--- src/hdl/slfp_pkg.sv ---
package slfp_pkg;

    localparam int SEGMENTS_DEF = 12;

    localparam int S_DATA_W = 96;
    localparam int M_DATA_W = 48;
    localparam int CFG_ADDR_W = 3;
    localparam int CFG_DATA_W = 32;

    localparam int LEVEL_W = 8;
    localparam int IDX_W = 4;

    // triangle wave timing, all periods divide the common span
    localparam int NORMAL_PERIOD = 2000;
    localparam int SUBTLE_PERIOD = 3000;
    localparam int BREATH_SPAN = 6000;
    localparam int BREATH_LO = 6;
    localparam int SPAN_W = 13;
    localparam int SPAN_Q_W = 20;

    localparam int THIRD_SH = 9;
    localparam int THIRD_RECIP = ((1 << THIRD_SH) + 2) / 3;

    localparam logic [7:0] TOP_RESET = 8'd255;
    localparam logic [15:0] FRESH_RESET = 16'd5000;

    typedef enum logic [3:0] {
        PRES_READY,
        PRES_CHARGING,
        PRES_FULL,
        PRES_BOOTING,
        PRES_WIFI,
        PRES_DEGRADED,
        PRES_CHG_FAULT,
        PRES_CALIBRATING,
        PRES_UPDATING,
        PRES_FAULT
    } pres_t;

    typedef enum logic [1:0] {
        HEALTH_OK,
        HEALTH_BOOTING,
        HEALTH_DEGRADED,
        HEALTH_FAULT
    } health_t;

    typedef enum logic [1:0] {
        BR_STEADY,
        BR_NORMAL,
        BR_SUBTLE
    } br_mode_t;

    typedef enum logic {
        REG_TOP_BRIGHTNESS,
        REG_FRESH_LIMIT
    } reg_idx_t;

    typedef struct packed {
        pres_t        pres;
        logic [7:0]   red;
        logic [7:0]   green;
        logic [7:0]   blue;
        br_mode_t     mode;
        logic [7:0]   level;
        logic         bar;
    } style_t;

    typedef struct packed {
        logic [7:0]  top_brightness;
        logic [15:0] fresh_limit_ms;
    } cfg_t;

    function automatic logic [7:0] top_third(input logic [7:0] top);
        logic [16:0] prod;
        prod = 17'(top) * 17'(THIRD_RECIP);
        return prod[THIRD_SH +: 8];
    endfunction

endpackage

--- src/hdl/slfp_emit.sv ---
module slfp_emit #(
    parameter int SEGMENTS = slfp_pkg::SEGMENTS_DEF,
    parameter int CW = $clog2(SEGMENTS + 1)
) (
    input  logic                                aclk,
    input  logic                                aresetn,
    input  logic                                in_vld,
    output logic                                in_rdy,
    input  slfp_pkg::style_t                    in_style,
    input  logic [CW-1:0]                       in_segs,
    input  logic [7:0]                          in_br_norm,
    input  logic [7:0]                          in_br_sub,
    output logic                                m_tvalid,
    input  logic                                m_tready,
    output logic [slfp_pkg::M_DATA_W-1:0]       m_tdata,
    output logic                                m_tlast
);

    localparam int KW = $clog2(SEGMENTS);
    localparam logic [KW-1:0] LAST_SEG = KW'(SEGMENTS - 1);

    logic                           frame_vld_reg;
    slfp_pkg::style_t               frame_style_reg;
    logic [CW-1:0]                  frame_segs_reg;
    logic [7:0]                     frame_br_reg;
    logic [7:0]                     frame_br_next;
    logic [7:0]                     frame_sub_reg;
    logic [KW-1:0]                  seg_cnt_reg;
    logic                           m_vld_reg;
    logic [slfp_pkg::M_DATA_W-1:0]  m_data_reg;
    logic [slfp_pkg::M_DATA_W-1:0]  m_data_next;
    logic                           m_last_reg;

    logic                           out_load;
    logic                           emit_go;
    logic                           frame_done;
    logic                           frame_load;
    logic [CW-1:0]                  seg_pos;
    logic [CW-1:0]                  breathe_pos;
    logic [7:0]                     red;
    logic [7:0]                     green;
    logic [7:0]                     blue;
    logic [7:0]                     level;

    assign out_load = !m_vld_reg || m_tready;
    assign emit_go = frame_vld_reg && out_load;
    assign frame_done = emit_go && (seg_cnt_reg == LAST_SEG);
    assign in_rdy = !frame_vld_reg || frame_done;
    assign frame_load = in_rdy && in_vld;

    assign m_tvalid = m_vld_reg;
    assign m_tdata = m_data_reg;
    assign m_tlast = m_last_reg;

    always_comb begin
        case (in_style.mode)
            slfp_pkg::BR_NORMAL: frame_br_next = in_br_norm;
            slfp_pkg::BR_SUBTLE: frame_br_next = in_br_sub;
            default: frame_br_next = in_style.level;
        endcase
    end

    // result word for the current segment, with the charge bar layout in bar mode
    always_comb begin
        seg_pos = CW'(seg_cnt_reg);
        breathe_pos = (frame_segs_reg < CW'(SEGMENTS)) ? frame_segs_reg : CW'(SEGMENTS - 1);
        red = frame_style_reg.red;
        green = frame_style_reg.green;
        blue = frame_style_reg.blue;
        level = frame_br_reg;
        if (frame_style_reg.bar) begin
            red = 8'd0;
            blue = 8'd0;
            if (seg_pos < frame_segs_reg) begin
                green = 8'd255;
                level = frame_style_reg.level;
            end else begin
                green = 8'd0;
                level = 8'd0;
            end
            if (frame_style_reg.pres == slfp_pkg::PRES_CHARGING && seg_pos == breathe_pos) begin
                green = 8'd255;
                level = frame_sub_reg;
            end
        end
        m_data_next = {4'd0, 4'(frame_segs_reg), frame_style_reg.pres, level, blue, green,
                       red, slfp_pkg::IDX_W'(seg_cnt_reg)};
    end

    always_ff @(posedge aclk) begin
        if (!aresetn) begin
            frame_vld_reg <= 1'b0;
            seg_cnt_reg <= '0;
            m_vld_reg <= 1'b0;
        end else begin
            if (in_rdy) begin
                frame_vld_reg <= in_vld;
            end
            if (emit_go) begin
                seg_cnt_reg <= frame_done ? '0 : seg_cnt_reg + 1'b1;
            end
            if (out_load) begin
                m_vld_reg <= frame_vld_reg;
            end
        end
    end

    always_ff @(posedge aclk) begin
        if (frame_load) begin
            frame_style_reg <= in_style;
            frame_segs_reg <= in_segs;
            frame_br_reg <= frame_br_next;
            frame_sub_reg <= in_br_sub;
        end
        if (emit_go) begin
            m_data_reg <= m_data_next;
            m_last_reg <= (seg_cnt_reg == LAST_SEG);
        end
    end

endmodule

--- config.mk ---
export PLATFORM = sky130hd
export DESIGN_NAME = slfp_emit
export DESIGN_NICKNAME = d
export VERILOG_FILES = /design/src/hdl/slfp_pkg.sv /design/src/hdl/slfp_emit.sv
export SDC_FILE = /design/constraint.sdc
export NUM_CORES = 1
export LEC_CHECK = 0
export CAP_MARGIN = 20
export CORE_MARGIN = 1
export CORE_UTILIZATION = 30
export DETAILED_ROUTE_END_ITERATION = 8
export DONT_BUFFER_PORTS = 1
export PLACE_DENSITY_LB_ADDON = 0.25
export SYNTH_ARGS = -nofsm -noshare
export SYNTH_HDL_FRONTEND = slang
export SYNTH_SLANG_ARGS = --single-unit
--- constraint.sdc ---
create_clock -name aclk -period 3.7 [get_ports aclk]
set_input_delay 0.74 -clock aclk [delete_from_list [all_inputs] [get_ports aclk]]
set_output_delay 0.74 -clock aclk [all_outputs]
set_load 0.02 [all_outputs]
==> results by group <==
Route
  – WL/cell: 17.4 um
  – Drt first pass iters: 4
  – Final WL: between 7000 and 8000 um
  – Vias: between 1500 and 2000
  – Vias per inst: around 4.4
  – DRC marker count from the first detailed-route iteration: 147
  – # DRC: 0
  – Post-DRT Antenna Nets: 0

Min path
  – Hold Crit Class: flip-flop to flip-flop
  – Hold Path Stages: 0

Synthesis
  – Synth Area in Simple Gates: under 10%
  – Post-Synthesis Cells: between 200 and 300
  – Yosys cell types: 32
  – Most numerous cell in the Yosys netlist: edfxtp_1
  – Post-synth EDFFs: between 100 and 150
  – Xor and xnor area share after synthesis: less than 1%
  – #FFs+latches synth: roughly 110
  – Yosys warns: 0
  – Register area share after synthesis: between 70% and 80%
  – Top cells by count, synth: edfxtp_1 (102), nor2b_1 (26), inv_1 (16)
  – Proportion of synthesized area in mux cells: less than 1%
  – Async SR Flop Fraction: 0%
  – Adder-cell share of the synthesized area: between 1.5 and 2%
  – Yosys top cell area share: about three quarters
  – Main combinational cell family by area after synthesis: compound AO/OA/AOI/OAI gates
  – Ranking of synthesized cells by area: edfxtp_1 (74%), nor2b_1 (3.9%), dfxtp_1 (2.9%), o21ai_2 (1.9%), ha_1 (1.8%)
  – Syn avg cell area: around 16 um^2
  – Compound-gate portion of the synthesized area: about 8.7%
  – Predominant post-synthesis flop cell: edfxtp_1
  – Mapped cell area: between 0.004 and 0.005 mm^2
  – Post-synth top area cell: edfxtp_1

Place
  – Placed wire-length estimate: around 5400 um
  – Place WS: 1.31 ns
  – Placed cell area: between 0.004 and 0.005 mm^2
  – GPL Wtd Cong: about 0.74
  – Number of port buffers: 0

Clock tree
  – CTS Sinks: about 110
  – Worst-Skew Late Latency: 0.34 ns
  – Root Driver: clkbuf_16
  – CTS tree: done
  – Resized Gates After CTS: 0
  – Cts hold-fix bufs: 0
  – Longest Clk Path Bufs: 2
  – CTS Buf Count: 9
  – Clock-pin slew on the worst setup and hold paths: 0.07 ns
  – H-tree depth reported by CTS: 3
  – Setup repair bufs after CTS: 0

Critical path
  – Max incr delay on CP: about 0.46 ns
  – R2R cell count: 5
  – Crit-path slowest cell: dfxtp_1
  – WS Path Type: flip-flop to flip-flop
  – CP endpoint kind: flip-flop
  – Crit-path cells: ha_1, and3b_1, a21o_1, and2_2, buf_4
  – CP Data Arrival Time: 2.35 ns
  – Critical Path Start Type: flip-flop
  – Data required, critical path: about 3.7 ns
  – Critical path peak fanout: 22

Timing
  – Final worst slack: 1.37 ns
  – RSZ-0062 raised after global routing: no
  – Layout Skew: 0.00701 ns
  – Worst-margin pin slew: about 0.64 ns
  – Pins Over Slew Limit: 0
  – Period utilization: between 60% and 70%
  – F_max: roughly 430 MHz
  – TNS Setup: 0 ns
  – Count of final hold-check violations: 0
  – Fin crit period: between 2 and 2.5 ns
  – Worst hold margin: roughly 0.45 ns
  – Max-Slew Margin vs Limit: 56.8%
  – Setup violations, final: 0

Global route
  – Gr usage total: a little under an eighth
  – Initial antenna violation count: 0
  – Vias in the first global route: 2027
  – Largest net degree at the start of global routing: 27
  – Grt ovf: 0
  – First-pass GRT wire length: approximately 12000 um

Die
  – Die Width: around 120 um
  – Die height: approximately 120 um
  – Num ports: 114
  – Die area: around 0.014 mm^2
  – Row count: 42
  – Core area: about 0.013 mm^2
  – Starting density of the core: a little under a third

Power and ir drop
  – Worst vdd ir: around 210 uV
  – Pwr/cell area: about 540 mW/mm^2
  – Lkg Pwr: 1.57 nW

Final layout
  – Layout cells sized above 1: 12.0%
  – Area delta synth->final: 10.6%
  – Ant. Diodes: 0
  – Final Core Density: about a third
  – Post-layout nets: 331
  – Post-route cell area: 0.00460 mm^2
  – Largest register FFs: between 40 and 50

Outcome
  – Outcome: finished clean

Job
  – Max Cap Viol: 0
[worst paths after layout]
check	from	end	slack [ns]
max	seg_cnt_reg[1]	frame_style_reg[13]	1.37
min	frame_style_reg[35]	m_tdata[36]	0.45
max reg2reg	seg_cnt_reg[1]	frame_style_reg[13]	1.37
min reg2reg	frame_style_reg[35]	m_tdata[36]	0.45
[cell type report]
type                    instances  area, um^2
inverters                      16        60.1
repair buffers                  4        30.0
clock buffers                   9         225
clock inverters                 7        42.5
fillers                      1261        8800
flip-flops and latches        108        3180
multi-input cells             123         842
well taps                     176         220
[placed cells by master, fill, tap and decap left out, types with 2 or more instances in the layout]
| master | instances |
|---|---|
| edfxtp_1 | 102 |
| nor2b_1 | 26 |
| inv_1 | 15 |
| nand2_1 | 14 |
| o21ai_0 | 10 |
| o21ai_2 | 9 |
| clkbuf_16 | 9 |
| a22oi_1 | 8 |
| o21a_1 | 8 |
| a31oi_1 | 8 |
| ha_1 | 6 |
| dfxtp_1 | 6 |
| a21oi_1 | 5 |
| xnor2_1 | 4 |
| a21boi_0 | 4 |
| conb_1 | 4 |
| buf_4 | 4 |
| nand2b_1 | 3 |
| clkinv_1 | 3 |
| nor2_1 | 2 |
| nor3_1 | 2 |
| clkinv_4 | 2 |
[cells by family (layout without fill, tap and decap cells)]
logic type | count (synthesis) | after routing
DFF | 108 | 108
and+or+nand+nor | 55 | 55
AOI/OAI and AO/OA | 53 | 53
buffers and inverters | 28 | 36
adders and majority gates | 6 | 6
xor gates and xnor gates | 4 | 4
other | 1 | 4
muxes | 1 | 1
[power breakdown]
| group | switching, mW | leakage (nW) | internal, mW |
|---|---|---|---|
| clock | 0.422 | 0.132 | 0.453 |
| combinational | 0.0800 | 0.415 | 0.0404 |
| sequential | 0.0677 | 1.02 | 1.43 |
[per-layer routing]
layer	track usage, %	vias to the layer above	wire (um)
met5	0	-	0
met1	13.0	934	3190
met3	2.85	11	389
met4	6.56	0	185
li1	-	948	-
met2	19.0	62	3930
[through the flow]
stage,cells,total power [mW]
after floorplan,259,1.62
after CTS,443,2.53
final,443,2.49
after global routing,443,2.59
after detailed placement,427,1.65
after global placement,427,1.64
[worst max-delay path, delay by kind of cell, from the launching register on]
| family | cells | cell delay [ns] |
|---|---|---|
| AND/OR/NAND/NOR | 2 | 0.64 |
| flip-flops | 1 | 0.46 |
| buffers and inverters | 1 | 0.37 |
| AO/OA/AOI/OAI | 1 | 0.26 |
| adder cells (fa/ha/maj) | 1 | 0.24 |
No activity file was read; power rests on OpenSTA's default activity.
