[src/hdl/slfp_pkg.sv]
package slfp_pkg;

    localparam int SEGMENTS_DEF = 12;

    localparam int S_DATA_W = 96;
    localparam int M_DATA_W = 48;
    localparam int CFG_ADDR_W = 3;
    localparam int CFG_DATA_W = 32;

    localparam int LEVEL_W = 8;
    localparam int IDX_W = 4;

    // triangle wave timing, all periods divide the common span
    localparam int NORMAL_PERIOD = 2000;
    localparam int SUBTLE_PERIOD = 3000;
    localparam int BREATH_SPAN = 6000;
    localparam int BREATH_LO = 6;
    localparam int SPAN_W = 13;
    localparam int SPAN_Q_W = 20;

    localparam int THIRD_SH = 9;
    localparam int THIRD_RECIP = ((1 << THIRD_SH) + 2) / 3;

    localparam logic [7:0] TOP_RESET = 8'd255;
    localparam logic [15:0] FRESH_RESET = 16'd5000;

    typedef enum logic [3:0] {
        PRES_READY,
        PRES_CHARGING,
        PRES_FULL,
        PRES_BOOTING,
        PRES_WIFI,
        PRES_DEGRADED,
        PRES_CHG_FAULT,
        PRES_CALIBRATING,
        PRES_UPDATING,
        PRES_FAULT
    } pres_t;

    typedef enum logic [1:0] {
        HEALTH_OK,
        HEALTH_BOOTING,
        HEALTH_DEGRADED,
        HEALTH_FAULT
    } health_t;

    typedef enum logic [1:0] {
        BR_STEADY,
        BR_NORMAL,
        BR_SUBTLE
    } br_mode_t;

    typedef enum logic {
        REG_TOP_BRIGHTNESS,
        REG_FRESH_LIMIT
    } reg_idx_t;

    typedef struct packed {
        pres_t        pres;
        logic [7:0]   red;
        logic [7:0]   green;
        logic [7:0]   blue;
        br_mode_t     mode;
        logic [7:0]   level;
        logic         bar;
    } style_t;

    typedef struct packed {
        logic [7:0]  top_brightness;
        logic [15:0] fresh_limit_ms;
    } cfg_t;

    function automatic logic [7:0] top_third(input logic [7:0] top);
        logic [16:0] prod;
        prod = 17'(top) * 17'(THIRD_RECIP);
        return prod[THIRD_SH +: 8];
    endfunction

endpackage

[src/hdl/slfp_breathe.sv]
module slfp_breathe #(
    parameter int CW = 4
) (
    input  logic                                aclk,
    input  logic                                aresetn,
    input  logic [7:0]                          top,
    input  logic                                in_vld,
    output logic                                in_rdy,
    input  slfp_pkg::style_t                    in_style,
    input  logic [CW-1:0]                       in_segs,
    input  logic [31:0]                         in_now,
    input  logic [slfp_pkg::SPAN_Q_W-1:0]       in_q,
    output logic                                out_vld,
    input  logic                                out_rdy,
    output slfp_pkg::style_t                    out_style,
    output logic [CW-1:0]                       out_segs,
    output logic [7:0]                          out_br_norm,
    output logic [7:0]                          out_br_sub
);

    localparam int P_W = 18;
    localparam int DIV_SH = 28;
    localparam int H_NORM = slfp_pkg::NORMAL_PERIOD / 2;
    localparam int H_SUB = slfp_pkg::SUBTLE_PERIOD / 2;
    localparam int RECIP_NORM = ((1 << DIV_SH) + H_NORM - 1) / H_NORM;
    localparam int RECIP_SUB = ((1 << DIV_SH) + H_SUB - 1) / H_SUB;
    localparam int D_W = P_W + $clog2(RECIP_NORM + 1);

    logic                           v1_reg;
    logic                           v2_reg;
    logic                           v3_reg;
    slfp_pkg::style_t               st1_reg;
    slfp_pkg::style_t               st2_reg;
    slfp_pkg::style_t               st3_reg;
    logic [CW-1:0]                  sg1_reg;
    logic [CW-1:0]                  sg2_reg;
    logic [CW-1:0]                  sg3_reg;
    logic [slfp_pkg::SPAN_W-1:0]    ph_reg;
    logic [slfp_pkg::SPAN_W-1:0]    ph_next;
    logic [P_W-1:0]                 pn_reg;
    logic [P_W-1:0]                 pn_next;
    logic [P_W-1:0]                 ps_reg;
    logic [P_W-1:0]                 ps_next;
    logic [7:0]                     brn_reg;
    logic [7:0]                     brn_next;
    logic [7:0]                     brs_reg;
    logic [7:0]                     brs_next;

    logic                           ld1;
    logic                           ld2;
    logic                           ld3;
    logic [31:0]                    span_base;
    logic [10:0]                    ph_n;
    logic [11:0]                    ph_s;
    logic [10:0]                    l_n;
    logic [10:0]                    l_s;
    logic [7:0]                     top3;
    logic [7:0]                     rng_n;
    logic [7:0]                     rng_s;
    logic [D_W-1:0]                 dn;
    logic [D_W-1:0]                 ds;

    assign ld3 = !v3_reg || out_rdy;
    assign ld2 = !v2_reg || ld3;
    assign ld1 = !v1_reg || ld2;
    assign in_rdy = ld1;

    assign out_vld = v3_reg;
    assign out_style = st3_reg;
    assign out_segs = sg3_reg;
    assign out_br_norm = brn_reg;
    assign out_br_sub = brs_reg;

    assign top3 = slfp_pkg::top_third(top);

    // time within the common span
    always_comb begin
        span_base = 32'(in_q) * 32'(slfp_pkg::BREATH_SPAN);
        ph_next = slfp_pkg::SPAN_W'(in_now - span_base);
    end

    // phase in each period, folded into the triangle, times the swing
    always_comb begin
        if (ph_reg >= slfp_pkg::SPAN_W'(2 * slfp_pkg::NORMAL_PERIOD)) begin
            ph_n = 11'(ph_reg - slfp_pkg::SPAN_W'(2 * slfp_pkg::NORMAL_PERIOD));
        end else if (ph_reg >= slfp_pkg::SPAN_W'(slfp_pkg::NORMAL_PERIOD)) begin
            ph_n = 11'(ph_reg - slfp_pkg::SPAN_W'(slfp_pkg::NORMAL_PERIOD));
        end else begin
            ph_n = 11'(ph_reg);
        end
        if (ph_reg >= slfp_pkg::SPAN_W'(slfp_pkg::SUBTLE_PERIOD)) begin
            ph_s = 12'(ph_reg - slfp_pkg::SPAN_W'(slfp_pkg::SUBTLE_PERIOD));
        end else begin
            ph_s = 12'(ph_reg);
        end
        l_n = (ph_n <= 11'(H_NORM)) ? ph_n : 11'(slfp_pkg::NORMAL_PERIOD) - ph_n;
        l_s = (ph_s <= 12'(H_SUB)) ? 11'(ph_s) : 11'(12'(slfp_pkg::SUBTLE_PERIOD) - ph_s);
        rng_n = top - 8'(slfp_pkg::BREATH_LO);
        rng_s = top3 - 8'(slfp_pkg::BREATH_LO);
        pn_next = P_W'(l_n) * P_W'(rng_n);
        ps_next = P_W'(l_s) * P_W'(rng_s);
    end

    // divide by the half period
    always_comb begin
        dn = D_W'(pn_reg) * D_W'(RECIP_NORM);
        ds = D_W'(ps_reg) * D_W'(RECIP_SUB);
        if (top <= 8'(slfp_pkg::BREATH_LO)) begin
            brn_next = top;
        end else begin
            brn_next = 8'(slfp_pkg::BREATH_LO) + dn[DIV_SH +: 8];
        end
        if (top3 <= 8'(slfp_pkg::BREATH_LO)) begin
            brs_next = top3;
        end else begin
            brs_next = 8'(slfp_pkg::BREATH_LO) + ds[DIV_SH +: 8];
        end
    end

    always_ff @(posedge aclk) begin
        if (!aresetn) begin
            v1_reg <= 1'b0;
            v2_reg <= 1'b0;
            v3_reg <= 1'b0;
        end else begin
            if (ld1) begin
                v1_reg <= in_vld;
            end
            if (ld2) begin
                v2_reg <= v1_reg;
            end
            if (ld3) begin
                v3_reg <= v2_reg;
            end
        end
    end

    always_ff @(posedge aclk) begin
        if (ld1 && in_vld) begin
            st1_reg <= in_style;
            sg1_reg <= in_segs;
            ph_reg <= ph_next;
        end
        if (ld2 && v1_reg) begin
            st2_reg <= st1_reg;
            sg2_reg <= sg1_reg;
            pn_reg <= pn_next;
            ps_reg <= ps_next;
        end
        if (ld3 && v2_reg) begin
            st3_reg <= st2_reg;
            sg3_reg <= sg2_reg;
            brn_reg <= brn_next;
            brs_reg <= brs_next;
        end
    end

endmodule

[config.mk]
export PLATFORM = sky130hd
export DESIGN_NAME = slfp_breathe
export DESIGN_NICKNAME = d
export VERILOG_FILES = /design/src/hdl/slfp_pkg.sv /design/src/hdl/slfp_breathe.sv
export SDC_FILE = /design/constraint.sdc
export NUM_CORES = 1
export LEC_CHECK = 0
export ABC_AREA = 1
export BUFFER_PORTS_ARGS = -buffer_cell sky130_fd_sc_hd__buf_4
export CAP_MARGIN = 15
export CORE_MARGIN = 3
export CORE_UTILIZATION = 40
export CTS_CLUSTER_DIAMETER = 50
export DETAILED_ROUTE_END_ITERATION = 16
export PLACE_DENSITY_LB_ADDON = 0.05
export SLEW_MARGIN = 20
export SYNTH_ARGS = -nofsm -noshare
export SYNTH_HDL_FRONTEND = slang
export SYNTH_SLANG_ARGS = --single-unit
[constraint.sdc]
create_clock -name aclk -period 8.8 [get_ports aclk]
set_input_delay 0.88 -clock aclk [delete_from_list [all_inputs] [get_ports aclk]]
set_output_delay 0.88 -clock aclk [all_outputs]
set_load 0.02 [all_outputs]
==> results.md, run 1 <==
* RSZ-0062 raised after global routing: false
* Final Net Count at 3897
* Relative slew margins at 0.375
* Ant diodes at 0
* Fillers at 6313
* CP most frequent cell: nand2_1
* Buf/Inv on CP at 6
* Area of the core at 63700 um^2
* Final ANT Viol Nets at 0
* Crit end category: flip-flop
* Sequential fraction of the synthesis area at 0.227
* Crit path max-delay family: adder cells
* FF/Latch Area at 5890 um^2
* Async set or reset register ratio after synthesis at 0
* Crit-path slowest cell: fa_1
* CP required at 9.03 ns
* Largest stage delay on the critical path at 0.55 ns
* Worst hold slack at 0.415 ns
* Worst slew pin tran at 0.938 ns
* Final core occ at 0.454
* Min Tclk post-route at 8.25 ns
* RePlAce Congestion at 0.858
* Hold Crit Class: reg -> reg
* Die W at 261 um
* Synth Area in Simple Gates at 0.151
* Final period utilization at 0.938
* Endpoints failing hold at 0
* Gate Count Post-Synth at 2863
* # port buffers at 137
* # IOs at 168
* Max-Cap Viols at 0
* Routed WL at 62400 um
* Synthesized area per cell at 9.07 um^2
* Cell taking the most area after synthesis: edfxtp_1
* CTS clock-pin slew for the worst setup and hold paths at 0.09 ns
* GRT Residual Overflow at 0
* Initial antenna violation count at 0
* Yosys top cell area share at 0.224
* Syn nets at 3719
* Final setup fails at 0
* Hold_sp: st1_reg[24]
* Post-synthesis compound-gate area fraction at 0.0513
* Setup Fix Bufs, Post-CTS at 0
* First-pass GRT wire length at 103000 um
* CTS tree: built
* Register bit total from synthesis at 197
* Clk buf depth at 2
* Final Max Tran Viols at 0
* Main synth FF type: edfxtp_1
* Max Fanout on Critical Path at 3
* Vias in the first global route at 19.8k
* RR Startpoint: ph_reg[5]
* Layout Skew at 0.0263 ns
* Worst Path Arrival at 8.48 ns
* Wire length per cell at 16.0 um
* Via-to-Cell Ratio at 4.85
* Largest net degree at the start of global routing at 64
* Mux cell area share after synthesis at 0
* Yosys cell types at 52
* Clk_lat worst skew at 0.48 ns
* Adder and majority cell fraction of the synthesized area at 0.445
* Vias at 18.9k
* Worst setup margin at 0.548 ns
* Number of synthesized flops with an enable pin at 194
* Synth Cell Area at 26000 um^2
* Row cnt at 92
* Initial DRT Pass Iterations at 5
* Top cells by area, synth: edfxtp_1, fa_1, ha_1
* DRT iter0 DRCs at 976
* Dpl hpwl at 53400 um
* Yosys warns at 0
* XOR/XNOR Fraction of Synth Area at 0.0300
* Share of cells above drive strength 1 at 0.0897
* Starting Density at 0.408
* Status: completed
* FMAX at 0.121 GHz
* CTS H-tree depth at 4
* Hold_buf cts at 0
* Total CTS buffers at 17
* Critical Path Start Type: input pin
* CTS sink count at 197
* Place WS at -0.0158 ns
* Die ar. at 68000 um^2
* Multi-input gate area at 17600 um^2
* DRC at 0
* Worst setup path class: in -> reg
* Crit path from: top[1]
* GRT Total Usage at 0.193
* Most common cell in the netlist: inv_1
* Die height at 261 um
* Most frequent cells after synthesis: inv_1, nand2_1, ha_1, fa_1, nor2_1
* Largest family of logic cells by synthesized area: adder cells
* CTS root buffer: clkbuf_16
* Area Growth Syn to Fin at 11.3%
[worst register-to-register path: cells and delay by family (launching register included)]
family	cells	cell delay, ns
fa+ha+maj	6	2.64
compound gates	3	1.05
xor+xnor	1	0.33
simple gates	21	1.95
buf+inv	3	0.31
flops	1	0.63
[path summary, 6_finish.rpt]
kind                                     to  slack, ns  cells after the start
worst max-delay path             ps_reg[14]       0.55                     38
worst min-delay path            st2_reg[24]       0.41                      0
worst max register to register   pn_reg[15]       1.66                     34
worst min register to register  st2_reg[24]       0.41                      0
[layer usage]
layer,vias to the layer above,track usage,share of wire
met1,9190,0.264,0.47
met2,257,0.334,0.49
met5,-,0,0
met3,44,0.0220,0.030
met4,0,0.0339,0.011
li1,9426,-,-
[cell type report]
cell class                 count  area share
tap                          846      0.0366
timing repair buffer         170      0.0442
multi-input combinational   2010       0.609
sequential                   197       0.204
clock buffer                  17      0.0147
clock inverter                15     0.00827
inverter                     645      0.0839
[metrics by stage]
step,setup TNS [ns],instances,area [um^2]
finish,0,3900,28900
floorplan,0,2863,26000
global placement,0,3868,28200
CTS,0,3900,28900
global route,0,3900,28900
detailed placement,-0.0158,3868,28200
[cells by family (layout without fill, tap and decap cells)]
logic type      after synthesis  in the layout
simple gates                940            940
fa+ha+maj                   749            749
buf+inv                     656            847
compound gates              233            233
flops                       197            197
xor+xnor                     88             88
[placed cells by master, fill, tap and decap left out, types with 6 or more instances in the layout]
master,count
buf_4,170
or2_2,6
clkbuf_16,17
o21bai_1,10
nand2_4,6
nand3_1,102
edfxtp_1,194
xnor2_1,25
fa_1,290
o21ai_2,9
nand2_1,506
nor2_1,243
inv_12,6
xor2_1,62
nor3_1,15
nand2_2,21
ha_1,459
o21ai_0,67
inv_2,16
inv_1,625
a21oi_1,112
nand4_1,18
[repair_timing]
action,in CTS,in global routing
hold endpoints to repair,0,0
gates resized for setup,0,1
endpoints found under the setup margin,0,1
Power of run 1 is left out: the tool's default activity adds up to more than one toggle a clock period on the data nets, which glitch-free logic cannot reach.
==> run 2, diff against run 1 <==
Settings changed: ABC_AREA 1 to default, PLACE_DENSITY from default to 0.57, PLACE_DENSITY_LB_ADDON 0.05 to default.
==> run 2 against run 1 <==
Synthesized cell count decreased by 22%; critical path depth decreased by 7; hold slack improved by 0.0066 ns; worst setup slack got worse by 0.26 ns; critical endpoint is now ps_reg[17].
==> results.md, run 2 <==
* Final TNS setup at 0 ns
* Most frequent cells in the layout: inv_1, ha_1, fa_1
* RSZ-0062 raised after global routing: false
* Sequential fraction of the synthesis area at 0.245
* Status: completed
* CP most frequent cell: fa_1
* Starting Density at 0.406
* Top cells by area, synth: edfxtp_1, fa_1, ha_1
* Crit end category: flip-flop
* Total CTS buffers at 17
* Yosys warns at 0
* DRC at 0
* Max Fanout on Critical Path at 6
* GRT Total Usage at 0.171
* Endpoints failing hold at 0
* Layout Skew at 0.0275 ns
* Share of cells above drive strength 1 at 0.133
* Commonest non-fill, non-tap cell in the layout: inv_1
* Worst hold slack at 0.421 ns
* Max-Cap Viols at 0
* RR Startpoint: ph_reg[5]
* Register bit total from synthesis at 197
* Die height at 251 um
* Dpl hpwl at 43500 um
* Largest net degree at the start of global routing at 66
* Yosys cell types at 77
* Area of the core at 59200 um^2
* Most frequent cells after synthesis: inv_1, ha_1, fa_1, edfxtp_1, nor2_1
* # IOs at 168
* Yosys top cell area share at 0.242
* Worst setup path class: in -> reg
* Vias at 15.7k
* FMAX at 0.117 GHz
* Number of synthesized flops with an enable pin at 194
* Syn nets at 3077
* First-pass GRT wire length at 86700 um
* Ant diodes at 0
* Most common cell in the netlist: inv_1
* Crit path from: top[1]
* Relative slew margins at 0.358
* Multi-input gate area at 16500 um^2
* WP depth at 31
* Wire length per cell at 15.9 um
* Clk buf depth at 2
* Initial DRT Pass Iterations at 5
* Async set or reset register ratio after synthesis at 0
* Row cnt at 89
* Final Max Tran Viols at 0
* Min Tclk post-route at 8.52 ns
* Critical Path Start Type: input pin
* Area Growth Syn to Fin at 14.5%
* Vias in the first global route at 17.0k
* Gate Count Post-Synth at 2221
* FF/Latch Area at 5890 um^2
* Hold path depth at 0
* Routed WL at 51200 um
* CP required at 9.00 ns
* CTS tree: built
* Hold Crit Class: reg -> reg
* Hold_sp: st2_reg[31]
* Clk_lat worst skew at 0.47 ns
* Synth Cell Area at 24100 um^2
* RePlAce Congestion at 0.831
* CTS clock-pin slew for the worst setup and hold paths at 0.08 ns
* CTS H-tree depth at 4
* Largest stage delay on the critical path at 0.55 ns
* Via-to-Cell Ratio at 4.88
* # port buffers at 137
* Depth of the worst register-to-register path at 25
* Final setup fails at 0
* Final ANT Viol Nets at 0
* Fillers at 5504
* CTS sink count at 197
* Synthesized area per cell at 10.8 um^2
* Worst slew pin tran at 0.964 ns
* Die W at 251 um
* Buf/Inv on CP at 5
* Cell taking the most area after synthesis: edfxtp_1
* CTS root buffer: clkbuf_16
* Crit path max-delay family: adder cells
* Crit-path slowest cell: fa_1
* Final period utilization at 0.968
* Final Net Count at 3287
* Die ar. at 63200 um^2
* GRT Residual Overflow at 0
* Initial antenna violation count at 0
* Main synth FF type: edfxtp_1
* Worst Path Arrival at 8.72 ns
* DRT iter0 DRCs at 631
[run 2: cell count changes after synthesis, moves of 21 or more]
cell      previous run  this run
nand2_1            506        96
nor2_1             243       107
inv_1              627       496
nand3_1            102        24
xnor2_1             25        82
a21oi_1            113        58
xor2_1              62        30
and2_1               3        32
o21ai_0             68        41
nand2b_1             0        26
nand2_2             21         0
[run 2: stage by stage]
stage / setup WS (ns) / cells / cell area, um^2 / utilization
after floorplan: 0.0124 / 2221 / 24200 / -
after global placement: -0.270 / 3182 / 26700 / 0.451
after detailed placement: -0.389 / 3182 / 26700 / 0.451
after CTS: 0.107 / 3214 / 27400 / 0.462
after global routing: 0.0296 / 3217 / 27600 / 0.465
final: 0.283 / 3217 / 27600 / 0.465
[run 2: worst paths after layout]
kind	end	slack, ns
setup reg to reg	pn_reg[16]	0.74
hold / removal	out_style[31]	0.42
setup / recovery	ps_reg[17]	0.28
hold reg to reg	out_style[31]	0.42
[run 2: logic make-up after synthesis]
group	Yosys count	share of synthesized area
multiplexers	7	0.00302
flip-flops	197	0.245
AO/OA/AOI/OAI	227	0.0633
AND/OR/NAND/NOR	399	0.0829
adder cells (fa/ha/maj)	750	0.480
XOR/XNOR	116	0.0437
buffers and inverters	525	0.0824
[run 2: final cells by class]
class	count	share of cell area
Sequential cell	197	0.214
Clock inverter	15	0.00849
Clock buffer	17	0.0154
Timing Repair Buffer	220	0.0599
Tap cell	773	0.0351
Inverter	496	0.0676
Multi-Input combinational cell	1499	0.600
[run 2: worst reg2reg max path, delay by kind of cell, from the launching register on]
kind	cells	cell delay, ns
buffers and inverters	2	0.31
adder cells (fa/ha/maj)	6	2.65
flip-flops	1	0.59
AO/OA/AOI/OAI	11	2.63
XOR/XNOR	3	1.06
AND/OR/NAND/NOR	3	0.56
[run 2: repair_timing]
item,4_1_cts,5_1_grt
hold buffers,0,0
setup endpoints to repair,0,3
endpoints found under the hold margin,0,0
gates resized for setup,0,21
setup buffers,0,3
[run 2: routing by layer]
layer	vias to the layer above	wire length [um]	global-route usage
li1	7717	-	-
met1	7760	23600	0.227
met2	190	25900	0.305
met3	35	1110	0.0177
met4	0	637	0.0363
met5	-	0	0
Power of run 2 is left out for the same reason.
