## src/hdl/slfp_pkg.sv

```systemverilog
package slfp_pkg;

    localparam int SEGMENTS_DEF = 12;

    localparam int S_DATA_W = 96;
    localparam int M_DATA_W = 48;
    localparam int CFG_ADDR_W = 3;
    localparam int CFG_DATA_W = 32;

    localparam int LEVEL_W = 8;
    localparam int IDX_W = 4;

    // triangle wave timing, all periods divide the common span
    localparam int NORMAL_PERIOD = 2000;
    localparam int SUBTLE_PERIOD = 3000;
    localparam int BREATH_SPAN = 6000;
    localparam int BREATH_LO = 6;
    localparam int SPAN_W = 13;
    localparam int SPAN_Q_W = 20;

    localparam int THIRD_SH = 9;
    localparam int THIRD_RECIP = ((1 << THIRD_SH) + 2) / 3;

    localparam logic [7:0] TOP_RESET = 8'd255;
    localparam logic [15:0] FRESH_RESET = 16'd5000;

    typedef enum logic [3:0] {
        PRES_READY,
        PRES_CHARGING,
        PRES_FULL,
        PRES_BOOTING,
        PRES_WIFI,
        PRES_DEGRADED,
        PRES_CHG_FAULT,
        PRES_CALIBRATING,
        PRES_UPDATING,
        PRES_FAULT
    } pres_t;

    typedef enum logic [1:0] {
        HEALTH_OK,
        HEALTH_BOOTING,
        HEALTH_DEGRADED,
        HEALTH_FAULT
    } health_t;

    typedef enum logic [1:0] {
        BR_STEADY,
        BR_NORMAL,
        BR_SUBTLE
    } br_mode_t;

    typedef enum logic {
        REG_TOP_BRIGHTNESS,
        REG_FRESH_LIMIT
    } reg_idx_t;

    typedef struct packed {
        pres_t        pres;
        logic [7:0]   red;
        logic [7:0]   green;
        logic [7:0]   blue;
        br_mode_t     mode;
        logic [7:0]   level;
        logic         bar;
    } style_t;

    typedef struct packed {
        logic [7:0]  top_brightness;
        logic [15:0] fresh_limit_ms;
    } cfg_t;

    function automatic logic [7:0] top_third(input logic [7:0] top);
        logic [16:0] prod;
        prod = 17'(top) * 17'(THIRD_RECIP);
        return prod[THIRD_SH +: 8];
    endfunction

endpackage

```

## src/hdl/slfp_apb_regs.sv

```systemverilog
module slfp_apb_regs (
    input  logic                                aclk,
    input  logic                                aresetn,
    input  logic                                psel,
    input  logic                                penable,
    input  logic                                pwrite,
    input  logic [slfp_pkg::CFG_ADDR_W-1:0]     paddr,
    input  logic [slfp_pkg::CFG_DATA_W-1:0]     pwdata,
    output logic [slfp_pkg::CFG_DATA_W-1:0]     prdata,
    output logic                                pready,
    output slfp_pkg::cfg_t                      cfg
);

    slfp_pkg::cfg_t cfg_reg;
    slfp_pkg::cfg_t cfg_next;
    slfp_pkg::reg_idx_t idx;
    logic wr_en;

    assign idx = slfp_pkg::reg_idx_t'(paddr[2]);
    assign wr_en = psel && penable && pwrite;
    assign pready = 1'b1;
    assign cfg = cfg_reg;

    always_comb begin
        cfg_next = cfg_reg;
        if (wr_en) begin
            case (idx)
                slfp_pkg::REG_TOP_BRIGHTNESS: cfg_next.top_brightness = pwdata[7:0];
                slfp_pkg::REG_FRESH_LIMIT: cfg_next.fresh_limit_ms = pwdata[15:0];
                default: cfg_next = cfg_reg;
            endcase
        end
    end

    always_comb begin
        case (idx)
            slfp_pkg::REG_TOP_BRIGHTNESS: prdata = 32'(cfg_reg.top_brightness);
            slfp_pkg::REG_FRESH_LIMIT: prdata = 32'(cfg_reg.fresh_limit_ms);
            default: prdata = '0;
        endcase
    end

    always_ff @(posedge aclk) begin
        if (!aresetn) begin
            cfg_reg.top_brightness <= slfp_pkg::TOP_RESET;
            cfg_reg.fresh_limit_ms <= slfp_pkg::FRESH_RESET;
        end else begin
            cfg_reg <= cfg_next;
        end
    end

endmodule

```

## config.mk

```make
export PLATFORM = sky130hd
export DESIGN_NAME = slfp_apb_regs
export DESIGN_NICKNAME = d
export VERILOG_FILES = /design/src/hdl/slfp_pkg.sv /design/src/hdl/slfp_apb_regs.sv
export SDC_FILE = /design/constraint.sdc
export NUM_CORES = 1
export LEC_CHECK = 0
export CORE_MARGIN = 3
export CORE_UTILIZATION = 35
export DETAILED_ROUTE_END_ITERATION = 12
export DONT_BUFFER_PORTS = 1
export GPL_TIMING_DRIVEN = 0
export PLACE_DENSITY = 0.62
export SYNTH_ARGS = -nofsm -noshare
export SYNTH_HDL_FRONTEND = slang
export SYNTH_SLANG_ARGS = --single-unit
```

## constraint.sdc

```tcl
create_clock -name aclk -period 0.8 [get_ports aclk]
set_input_delay 0.04 -clock aclk [delete_from_list [all_inputs] [get_ports aclk]]
set_output_delay 0.04 -clock aclk [all_outputs]
set_load 0.005 [all_outputs]
```

==> results.md, run 1 <==
- In this run the number of cells on the critical path is 1.
- The pin count of the biggest net entering global routing is 15.
- STA puts the critical path data arrival time at 0.90 ns.
- In this run the number of H-tree levels came out at 1.
- Synthesis inferred 24 register bits.
- The peak clock frequency supported by timing is about 1.1 GHz.
- The post-detailed-route wirelength per cell is approximately 15 um.
- Among all stages on the critical path, the largest delay is contributed by sky130_fd_sc_hd__dfxtp_2.
- The final net count is 218.
- The maximum vdd ir drop is 0.7534 mV.
- The number of setup violations in the final report is 15.
- The setup clock skew after layout is 0 ns.
- The proportion of layout cells with a drive suffix above 1 is approximately two fifths.
- The wire length reported by the detailed router is between 3 and 4 mm.
- For this run, the detailed router's first-pass iteration total came to 4.
- Clock-pin slew was measured on the worst setup and hold paths at 0.09 ns.
- Internal power comes to 2.132 mW.
- In this run the standard cell core region covers 3495 um^2.
- The combinational cell fraction of total power is approximately 15%.
- After filler insertion, the fill cell instance count of the layout stands at about 340.
- The via count of the first global-routing pass was just under 1000.
- Global routing used roughly 15% of the available tracks.
- The number of setup buffers added after CTS is 0.
- In this run the vertical extent of the chip is roughly 68 um.
- At the end of routability-driven placement, the weighted congestion stood at 0.6289.
- Compared with the post-synthesis result, the final layout area differs by 32.05%.
- The flow ran to the end, but the final reports show violations.
- In this run the mean area of a mapped cell was between 9 and 10 um^2.
- Measured along the x axis, the die boundary spans 67.76 um.
- Registers take just over 500 um^2.
- The I/O pin count is 97.
- The kind of end point of the critical path is a primary output.
- The length in cells of the worst reg-to-reg path is 2.
- In the layout the commonest cells are 24 x sky130_fd_sc_hd__nor2b_1, 24 x sky130_fd_sc_hd__mux2i_1, 24 x sky130_fd_sc_hd__dfxtp_2.
- The total buffers and inverters traversed by the critical path is 0.
- Setup repair after global routing could not meet its margin everywhere.
- The final reports fail on negative setup slack.
- In this run, the number of DRC markers left after iteration 0 of detailed routing was 36.
- The number of pins exceeding their max-slew limit in the final report came to 0.
- The part of the Yosys area used for sequential elements is between 30 and 40%.
- The routed via count divided by cell count is 4.632.
- In this run the cell area measured after placement is around 1500 um^2.
- The power dissipated by switching net loads is 0.5860 mW.
- The post-route worst setup slack is -0.1433 ns.
- The number of buffers on the longest clock path is 2.
- Once placement completed, the tool counted placed cells totaling 203.
- The count of vias placed by the detailed router is approximately 1000.
- The total grt overflow is 0.
- The later pin in the worst-skew pair is clocked with a latency of about 0.26 ns.
- The count of distinct cell types in the synthesized netlist is 16.
- During placement, the flow inserted port buffers numbering 0.
- The largest single stage delay on the critical path is 0.35 ns.
- The wire length of the first global-routing pass is around 4.9 mm.
- The cell area after synthesis is roughly 1300 um^2.
- The startpoint type of the worst setup path is a register.
- The count of cells along the worst hold path is 2.
- The count of nets left with antenna violations after detail routing is 0.
- The cell count after synthesis is approximately 140.
- Per report_power, the sequential group accounts for a little under half of the total.
- The tool flagged a number of max-cap violations equal to 0.
- The critical path class is reg -> out.
- Of the total power, the clock network draws between 30% and 40%.
- Clock tree synthesis inserted a total of 3 buffers.
- The Yosys step of the flow raised 0 warnings.
- In this run the clock root is driven by a sky130_fd_sc_hd__clkbuf_8.
- The number of antenna violations at the first check in global routing came to 0.
- For this design the ratio of total power to cell area is around 1500 nW/um^2.
- Traced cell by cell, the critical path runs through mux2_4.
- Counting I/O delays and the setup requirement, the final critical path takes around 0.94 ns.
- The required time at the worst-slack endpoint is roughly 0.76 ns.
- The final-report hold violation count is 0.
- The die covers approximately 4600 um^2.
- The net switching fraction of the power is approximately 22%.
- In this run the worst hold path is classified as in -> reg.
- The number of sinks handled by clock tree synthesis is 24.
- The non-filler instance count after layout is roughly 220.
- The flip-flop count of the largest register, all copies and words added is 24.
- The total number of placement rows is 21.
- The clock tree from TritonCTS is yes.
- Of the available clock period, the critical path in the final layout requires 117.9%.
- In the routed design, unresolved DRC markers number 0.
- The HPWL reported at the end of detailed placement is between 2 and 2.5 mm.
- Summing all multi-input logic gate instances after layout gives 750.7 um^2.
- The static leakage power is between 0.7 and 0.8 nW.
- The maximum fanout along the worst path is 3.
- The final antenna diode count is 0.
- On the critical path the largest part of the delay comes from flip-flops.
- Once the floorplan was initialized, standard cells occupied 38.20% of the core.
- The final standard cell area without fillers is approximately 1800 um^2.
==> synth_stat cells, drive strengths merged <==
master | number | share of area (%)
dfxtp | 24 | 36
mux2i | 24 | 18
nor2b | 24 | 11
buf | 23 | 14
nand2 | 22 | 6.2
and2 | 8 | 3.7
mux2 | 8 | 6.7
clkbuf | 4 | 1.1
conb | 2 | 0.56
and4 | 1 | 0.84
and4b | 1 | 0.75
nand4b | 1 | 0.66
==> per-layer routing <==
layer / routed length (um) / vias up / GRT usage, %
li1: - / 493 / -
met1: 1330 / 484 / 17.35
met2: 1649 / 52 / 24.79
met3: 279 / 4 / 2.662
met4: 58 / 0 / 7.089
met5: 0 / - / 0
==> logic make-up (layout without fill, tap and decap cells) <==
| group | Yosys count | in the layout | synth area share, % |
|---|---|---|---|
| and+or+nand+nor | 57 | 57 | 23.43 |
| muxes | 32 | 32 | 24.74 |
| buffers and inverters | 27 | 47 | 15.28 |
| DFF | 24 | 24 | 35.99 |
| other | 2 | 17 | 0.5625 |
==> area by class of cell <==
cell class                      instances  area share (%)
Buffer                                 27           12.07
Clock buffer                            3           2.342
Clock inverter                          1           1.703
Multi-Input combinational cell        106           42.58
Sequential cell                        24           28.96
Tap cell                               46           3.265
Timing Repair Buffer                   16           9.084
==> path summary, 6_finish.rpt <==
| path | start | end | slack [ns] |
|---|---|---|---|
| worst max-delay path | cfg[22] | prdata[6] | -0.14 |
| worst min-delay path | penable | cfg[23] | 0.02 |
| worst max register to register | cfg[17] | cfg[17] | 0.15 |
| worst min register to register | cfg[11] | cfg[11] | 0.48 |
==> power groups by stage <==
| stage | logic (mW) | clock network, mW | registers (mW) |
|---|---|---|---|
| after floorplan | 0.263 | 0 | 1.27 |
| after global placement | 0.301 | 0 | 1.27 |
| after detailed placement | 0.306 | 0 | 1.28 |
| after CTS | 0.384 | 1.09 | 1.25 |
| after global routing | 0.445 | 1.14 | 1.26 |
| final | 0.408 | 1.06 | 1.25 |
==> through the flow <==
step                      setup WS (ns)  util, %  setup TNS [ns]  hold WS (ns)  total power [mW]
after global placement          -0.1914    41.57          -3.545        0.1860             1.575
after floorplan                -0.03527        -         -0.3527        0.1821             1.530
after CTS                       -0.1380    49.70          -1.149       0.01692             2.726
final                           -0.1433    50.45          -1.028       0.02438             2.718
after detailed placement        -0.2204    41.57          -4.284        0.1929             1.581
after global routing            -0.1644    50.45          -1.543       0.01666             2.840
==> timing repair <==
action	4_1_cts	5_1_grt
hold endpoints to repair	24	0
resized for setup	31	15
setup endpoints to repair	16	26
hold buffers	16	0
No activity file was read; power rests on OpenSTA's default activity.
==> run 2: changes to the inputs <==
PLACE_DENSITY = 0.49   (was 0.62)
==> run 2 against run 1 <==
Final cell count did not move. The run still ends with negative setup slack left. Largest cell class unchanged. Sequential share of layout area is 0.14 points higher. Utilization decreased by 0.25 points. Critical path type unchanged. Global-route usage is 0.39 points lower. Fmax rose by 1.4%. Critical path depth stayed put. Non-clock buffer count unchanged. Die area did not move. Sequential power about the same. Sequential cell count did not move. Worst setup slack improved by 0.013 ns.
==> results.md, run 2 (synthesized netlist as in run 1, its figures left out) <==
- The number of buffers and inverters on the critical path is 0.
- Summed over all layers, the global routing overflow is 0.
- The register with the most flip-flops in the layout has 24 of them.
- Summed over all cells, the static leakage comes to 0.7275 nW.
- The clock passes through at most 2 buffers.
- The wire length reported by the detailed router is 3.112 mm.
- The startpoint type of the worst setup path is a register.
- On the worst path, the slowest cell contributes a delay of 0.35 ns.
- The die span in y is between 60 and 70 um.
- Per report_power, the sequential group accounts for between 40% and 50% of the total.
- The number of DRC markers after the initial detailed-route iteration is 28.
- The pin count of the biggest net entering global routing is 15.
- The number of sinks handled by clock tree synthesis is 24.
- The cell-internal power is 2.126 mW.
- Power spread over the standard cell area amounts to between 1500 and 2000 nW/um^2.
- The register clock-pin slew on the reported worst setup and hold paths is roughly 0.090 ns.
- Among cell families on the critical path, the largest total delay comes from flip-flops.
- Net switching is between 20 and 25% of the power.
- The via count of the first global-routing pass is slightly above 1000.
- After layout, the minimum clock period comes to 0.9307 ns.
- The final-report hold violation count was 0.
- Measured on the finished design, the core utilization comes to approximately 50%.
- The wire length of the first global-routing pass is around 4.9 mm.
- The number of setup violations in the final report is 15.
- The floorplan has 21 rows.
- In this run, the clock network consumes 39.4% of the power.
- The root buffer cell chosen for the clock tree is sky130_fd_sc_hd__clkbuf_8.
- At the worst endpoint, the required time is between 0.7 and 0.8 ns.
- The core outline area is ~3500 um^2.
- Across all layers, the routed design uses 997 vias.
- The I/O pin count is 97.
- In the routed design, unresolved DRC markers number 0.
- The final reports fail on negative setup slack.
- Once the floorplan was initialized, standard cells occupied between 30% and 40% of the core.
- Setup repair after global routing could not meet its margin everywhere.
- The proportion of layout cells with a drive suffix above 1 is between 40 and 50%.
- The kind of end point of the critical path is a primary output.
- The number of I/O port buffers is 0.
- From left edge to right edge, the die measures roughly 68 um.
- In this run the power spent charging and discharging nets is 0.5924 mW.
- The maximum fanout along the worst path is 3.
- The critical path class is reg -> out.
- Dividing the detail-routed via count by the number of cells gives 4.471.
- On the critical path, the stage with the largest delay is an instance of sky130_fd_sc_hd__dfxtp_2.
- The tightest min-delay check is of the in -> reg type.
- The first-pass detailed-route iteration total is 4.
- The run finished, with violations left.
- Buffers inserted during clock tree synthesis total 3.
- The startpoint of the worst-slack reg-to-reg timing path is cfg[22].
- The number of pins exceeding their max-slew limit in the final report is 0.
- The overall routing resource usage is about 14%.
- After layout, the worst path uses 116.3% of the clock period.
- In this run the number of H-tree levels came out at 1.
- The final antenna diode count is 0.
- The clock tree from TritonCTS is yes.
- The setup clock skew after layout is 0 ns.
- The post-detailed-route wirelength per cell is 13.96 um.
- Relative to the synthesized area, the layout overhead comes to 31.40%.
- The setup slack after placement is -0.2298 ns.
- For the worst setup path, the data arrival time is 0.89 ns.
- Combinational logic is responsible for about 14% of the overall power.
- The library cells used most frequently in the layout, excluding fill and tap cells, are 24 x sky130_fd_sc_hd__nor2b_1, 24 x sky130_fd_sc_hd__mux2i_1, 24 x sky130_fd_sc_hd__dfxtp_2.
- The floorplan step defined a die boundary enclosing 4591 um^2.
- The maximum vdd ir drop is about 0.65 mV.
- Static timing analysis puts the maximum clock frequency at approximately 1.1 GHz.
- In this run the remaining antenna-violating nets after routing total 0.
- The clock latency at the later pin of the worst-skew pair is ~0.26 ns.
- At the end of routability-driven placement, the weighted congestion stood at roughly 0.63.
- Tracing the worst setup path back leads to its startpoint at cfg[6].
- Across the run, the number of max-cap violations was 0.
- Across all setup checks in the final design, the least slack found is -0.1307 ns.
- The critical path goes through mux2_2.
- The number of antenna violations at the first check in global routing is 0.
- The worst hold path begins at penable.
- The final net count is around 220.
- The HPWL reported at the end of detailed placement is 2.338 mm.
run 2: changes by cell type in the layout (fill, tap and decap cells not counted):
cell | before | now
sky130_fd_sc_hd__and2_1 | 1 | 0
sky130_fd_sc_hd__and2_4 | 7 | 8
sky130_fd_sc_hd__mux2_4 | 7 | 4
sky130_fd_sc_hd__mux2_2 | 1 | 4
run 2: metal layers:
metal  part of all wire (%)  up-vias  GRT usage [%]
li1                       -      492              -
met1                     39      462          16.50
met2                     52       41          25.64
met3                    8.3        2          3.661
met4                   0.35        0          3.038
met5                      0        -              0
run 2: final cells by class:
cell class              instances  area, um^2
clock buffers                   3       41.29
fillers                       338        1740
plain buffers                  27       212.7
well taps                      46       57.56
repair buffers                 16       160.2
multi-input cells             106       742.0
clock inverters                 1       30.03
flip-flops and latches         24       510.5
run 2: power groups by stage:
stage          clock network, mW  logic, mW  registers (mW)
2_1_floorplan                  0      0.263            1.27
3_3_place_gp                   0      0.305            1.27
3_5_place_dp                   0      0.307            1.28
4_1_cts                     1.09      0.380            1.25
5_1_grt                     1.13      0.439            1.26
6_report                    1.07      0.395            1.25
run 2: path summary, 6_finish.rpt:
path	cells past startpoint	end	slack [ns]
max reg2reg	2	cfg[22]	0.14
min	2	cfg[23]	0.04
min reg2reg	2	cfg[13]	0.48
max	1	prdata[6]	-0.13
run 2: stage by stage:
step | cell area (um^2) | std cells | setup TNS (ns) | total power [mW] | hold slack (ns)
2_1_floorplan | 1395 | 157 | -0.3527 | 1.530 | 0.1821
3_3_place_gp | 1453 | 203 | -4.593 | 1.579 | 0.1844
3_5_place_dp | 1453 | 203 | -4.632 | 1.582 | 0.1912
4_1_cts | 1724 | 223 | -1.132 | 2.727 | 0.04763
5_1_grt | 1754 | 223 | -1.477 | 2.830 | 0.04484
6_report | 1754 | 223 | -1.000 | 2.718 | 0.03757
run 2: timing repair:
| action | CTS | global route |
|---|---|---|
| endpoints found under the setup margin | 16 | 27 |
| setup buffers | 0 | 0 |
| gates resized for setup | 27 | 17 |
| hold buffers | 16 | 0 |
| pin swaps | 0 | 0 |
| gates cloned | 0 | 0 |
| endpoints found under the hold margin | 24 | 0 |
==> run 3: changes to the inputs <==
CELL_PAD_IN_SITES_DETAIL_PLACEMENT = 1   (was unset)
CELL_PAD_IN_SITES_GLOBAL_PLACEMENT = 2   (was unset)
PLACE_DENSITY = 0.8   (was 0.49)
clock period = 1.1 ns   (was 0.8 ns; I/O delays follow)
==> run 3 against run 2 <==
The run now ends clean. Routed wire length rose by 9.9%. Count of clock-buffer cells in the layout did not move. Combinational power fell by 31%. Non-clock buffer count did not move. Final cell count did not move. Clock power fell by 27%. Utilization fell by 2.1 points. Critical path depth did not move. Clock skew did not move. Worst setup slack improved by 0.27 ns. Register-to-register slack improved by 0.26 ns. Critical endpoint unchanged. Largest cell class unchanged.
==> results.md, run 3 (synthesized netlist as in run 1, its figures left out) <==
- The net switching fraction of the power is roughly 22%.
- The sequential cell fraction of total power is between 40% and 50%.
- The pin count of the biggest net entering global routing is 15.
- The flip-flop count of the largest register, all copies and words added is 24.
- The first-pass detailed-route iteration total is 2.
- The total power per unit cell area is 1168 nW/um^2.
- Derived from the worst setup path, the maximum achievable clock frequency is approximately 1.0 GHz.
- The count of nets left with antenna violations after detail routing is 0.
- The floorplan step defined a die boundary enclosing about 4600 um^2.
- The count of vias placed by the detailed router is ~1000.
- The worst setup path is launched from a register.
- The required time at the worst-slack endpoint is approximately 1.0 ns.
- In this run the vertical extent of the chip is 67.76 um.
- The wire length of the first global-routing pass is 4.947 mm.
- The maximum vdd ir drop is approximately 0.56 mV.
- The final-report hold violation count is 0.
- The period utilization is between 80 and 90%.
- The critical path goes through mux2_2.
- The number of sinks handled by clock tree synthesis is 24.
- The clock buffer count from CTS is 3.
- The wire length reported by the detailed router is around 3.4 mm.
- For this design the static power due to leakage is about 0.68 nW.
- The run finished with clean final reports.
- Leaving out fill and tap cells, the most frequent cells in the layout are 24 x sky130_fd_sc_hd__nor2b_1, 24 x sky130_fd_sc_hd__mux2i_1, 24 x sky130_fd_sc_hd__dfxtp_1.
- The total grt overflow is 0.
- The kind of cell with the highest combined delay on the critical path is flip-flops.
- For the final database, setup skew stands at 0 ns.
- The total number of placement rows is 21.
- Final hold analysis gives a worst-case slack of 0.06407 ns.
- Internal power comes to around 1.5 mW.
- The final antenna diode count is 0.
- After detailed routing, the average wire length per cell comes to 15.34 um.
- After detailed routing, the number of remaining DRC violations is 0.
- STA puts the critical path data arrival time at 0.91 ns.
- Combinational logic burns 14.0% of the power.
- The power dissipated by switching net loads is between 0.4 and 0.5 mW.
- The hold buffer count at CTS is 16.
- The slowest stage of the critical path belongs to the cell sky130_fd_sc_hd__dfxtp_1.
- The overall routing resource usage is 14.69%.
- Counting both buffers and inverters, the worst setup path holds a total of 0.
- The clock tree from TritonCTS is yes.
- Clock-pin slew was measured on the worst setup and hold paths at around 0.09 ns.
- The number of maximum-capacitance violations is 0.
- The number of pins exceeding their max-slew limit in the final report is 0.
- Setup repair after global routing left no endpoint under its margin.
- Once the clock tree was built, the resizer swapped 0 gates to a different size.
- Measured along the x axis, the die boundary spans around 68 um.
- In this run the tool buffered the top-level ports with 0 buffer cells.
- The via count of the first global-routing pass is a little over 1000.
- The core outline area is between 3000 and 4000 um^2.
- The clock latency at the later pin of the worst-skew pair is 0.26 ns.
- The final net count is approximately 220.
- For this run, the number of standard cells in the final layout without fillers is 223.
- At the pin with the least slew margin, the transition time is about 0.52 ns.
- The number of cells in the design after placement is between 200 and 250.
- Once detailed placement completed, the half-perimeter wirelength came to about 2.5 mm.
- The routed via count divided by cell count is 4.475.
- Of the cells placed in the final design, the portion with a size suffix greater than 1 is 20.34%.
- The post-route total power is 1.962 mW.
- The worst path needs 0.9621 ns of the cycle, external delays included.
- The share of total power dissipated in the clock network is slightly below 40%.
- For this block, the initial DRC count from the detailed router was 17.
- The I/O pin count is 97.
- Relative to the synthesized area, the layout overhead comes to 25.87%.
- Once the floorplan was initialized, standard cells occupied 38.20% of the core.
- The global placer's final weighted congestion is 0.6617.
- Of all nets on the critical path, the largest fanout is 3.
- In this design, the stage delay of the slowest critical-path cell is 0.35 ns.
- Counting the fill cells in the layout gives ~400.
- The number of setup violations in the final report is 0.
- The tightest slew margin relative to the limit is between 60% and 70%.
- The buffer cell driving the clock tree root is sky130_fd_sc_hd__clkbuf_8.
- Post-CTS timing repair inserted 0 buffers for setup.
- The depth of the CTS H-tree is 1.
- The number of antenna violations at the first check in global routing came to 0.
- The critical path class is reg -> out.
- The kind of end point of the critical path is a primary output.
- The number of buffers on the longest clock path is 2.
- The accumulated negative setup slack is 0 ns.
- The min-delay analysis places its worst path in the category in -> reg.
## run 3: changes by cell type in the layout (fill, tap and decap cells not counted), moves of 8 or more
cell	change
sky130_fd_sc_hd__and2_1	+8
sky130_fd_sc_hd__dfxtp_1	+24
sky130_fd_sc_hd__and2_4	-8
sky130_fd_sc_hd__dfxtp_2	-24
## run 3: area by class of cell
cell class	instances	area, um^2	area share [%]
Buffer	27	203.9	12.14
Clock buffer	3	41.29	2.457
Clock inverter	1	30.03	1.787
Multi-Input combinational cell	106	706.9	42.07
Sequential cell	24	480.5	28.59
Tap cell	46	57.56	3.425
Timing Repair Buffer	16	160.2	9.531
## run 3: power groups by stage
stage | combinational, mW | clock [mW] | sequential [mW]
after floorplan | 0.190 | 0 | 0.922
after global placement | 0.219 | 0 | 0.927
after detailed placement | 0.223 | 0 | 0.927
after CTS | 0.273 | 0.791 | 0.907
after global routing | 0.301 | 0.821 | 0.910
final | 0.274 | 0.781 | 0.907
## run 3: final timing paths
| kind | startpoint | slack (ns) | depth (start not counted) | to |
|---|---|---|---|---|
| max reg2reg | cfg[20] | 0.40 | 2 | cfg[20] |
| min | penable | 0.06 | 2 | cfg[23] |
| min reg2reg | cfg[11] | 0.50 | 2 | cfg[11] |
| max | cfg[6] | 0.14 | 1 | prdata[6] |
## run 3: stage by stage
| stage | instance area [um^2] | utilization (%) | setup WS, ns |
|---|---|---|---|
| finish | 1680 | 48.08 | 0.1379 |
| global route | 1680 | 48.08 | 0.09204 |
| CTS | 1680 | 48.08 | 0.1306 |
| detailed placement | 1449 | 41.46 | 0.03883 |
| global placement | 1449 | 41.46 | 0.06074 |
| floorplan | 1391 | - | 0.2494 |
## run 3: routing by layer
metal | part of all wire, % | global-route usage (%) | routed length, um | up-vias
met3 | 7.2 | 2.496 | 245 | 5
met5 | 0 | 0 | 0 | -
met1 | 42 | 16.88 | 1432 | 453
met2 | 49 | 26.49 | 1692 | 47
li1 | - | - | - | 493
met4 | 1.4 | 6.076 | 49 | 0
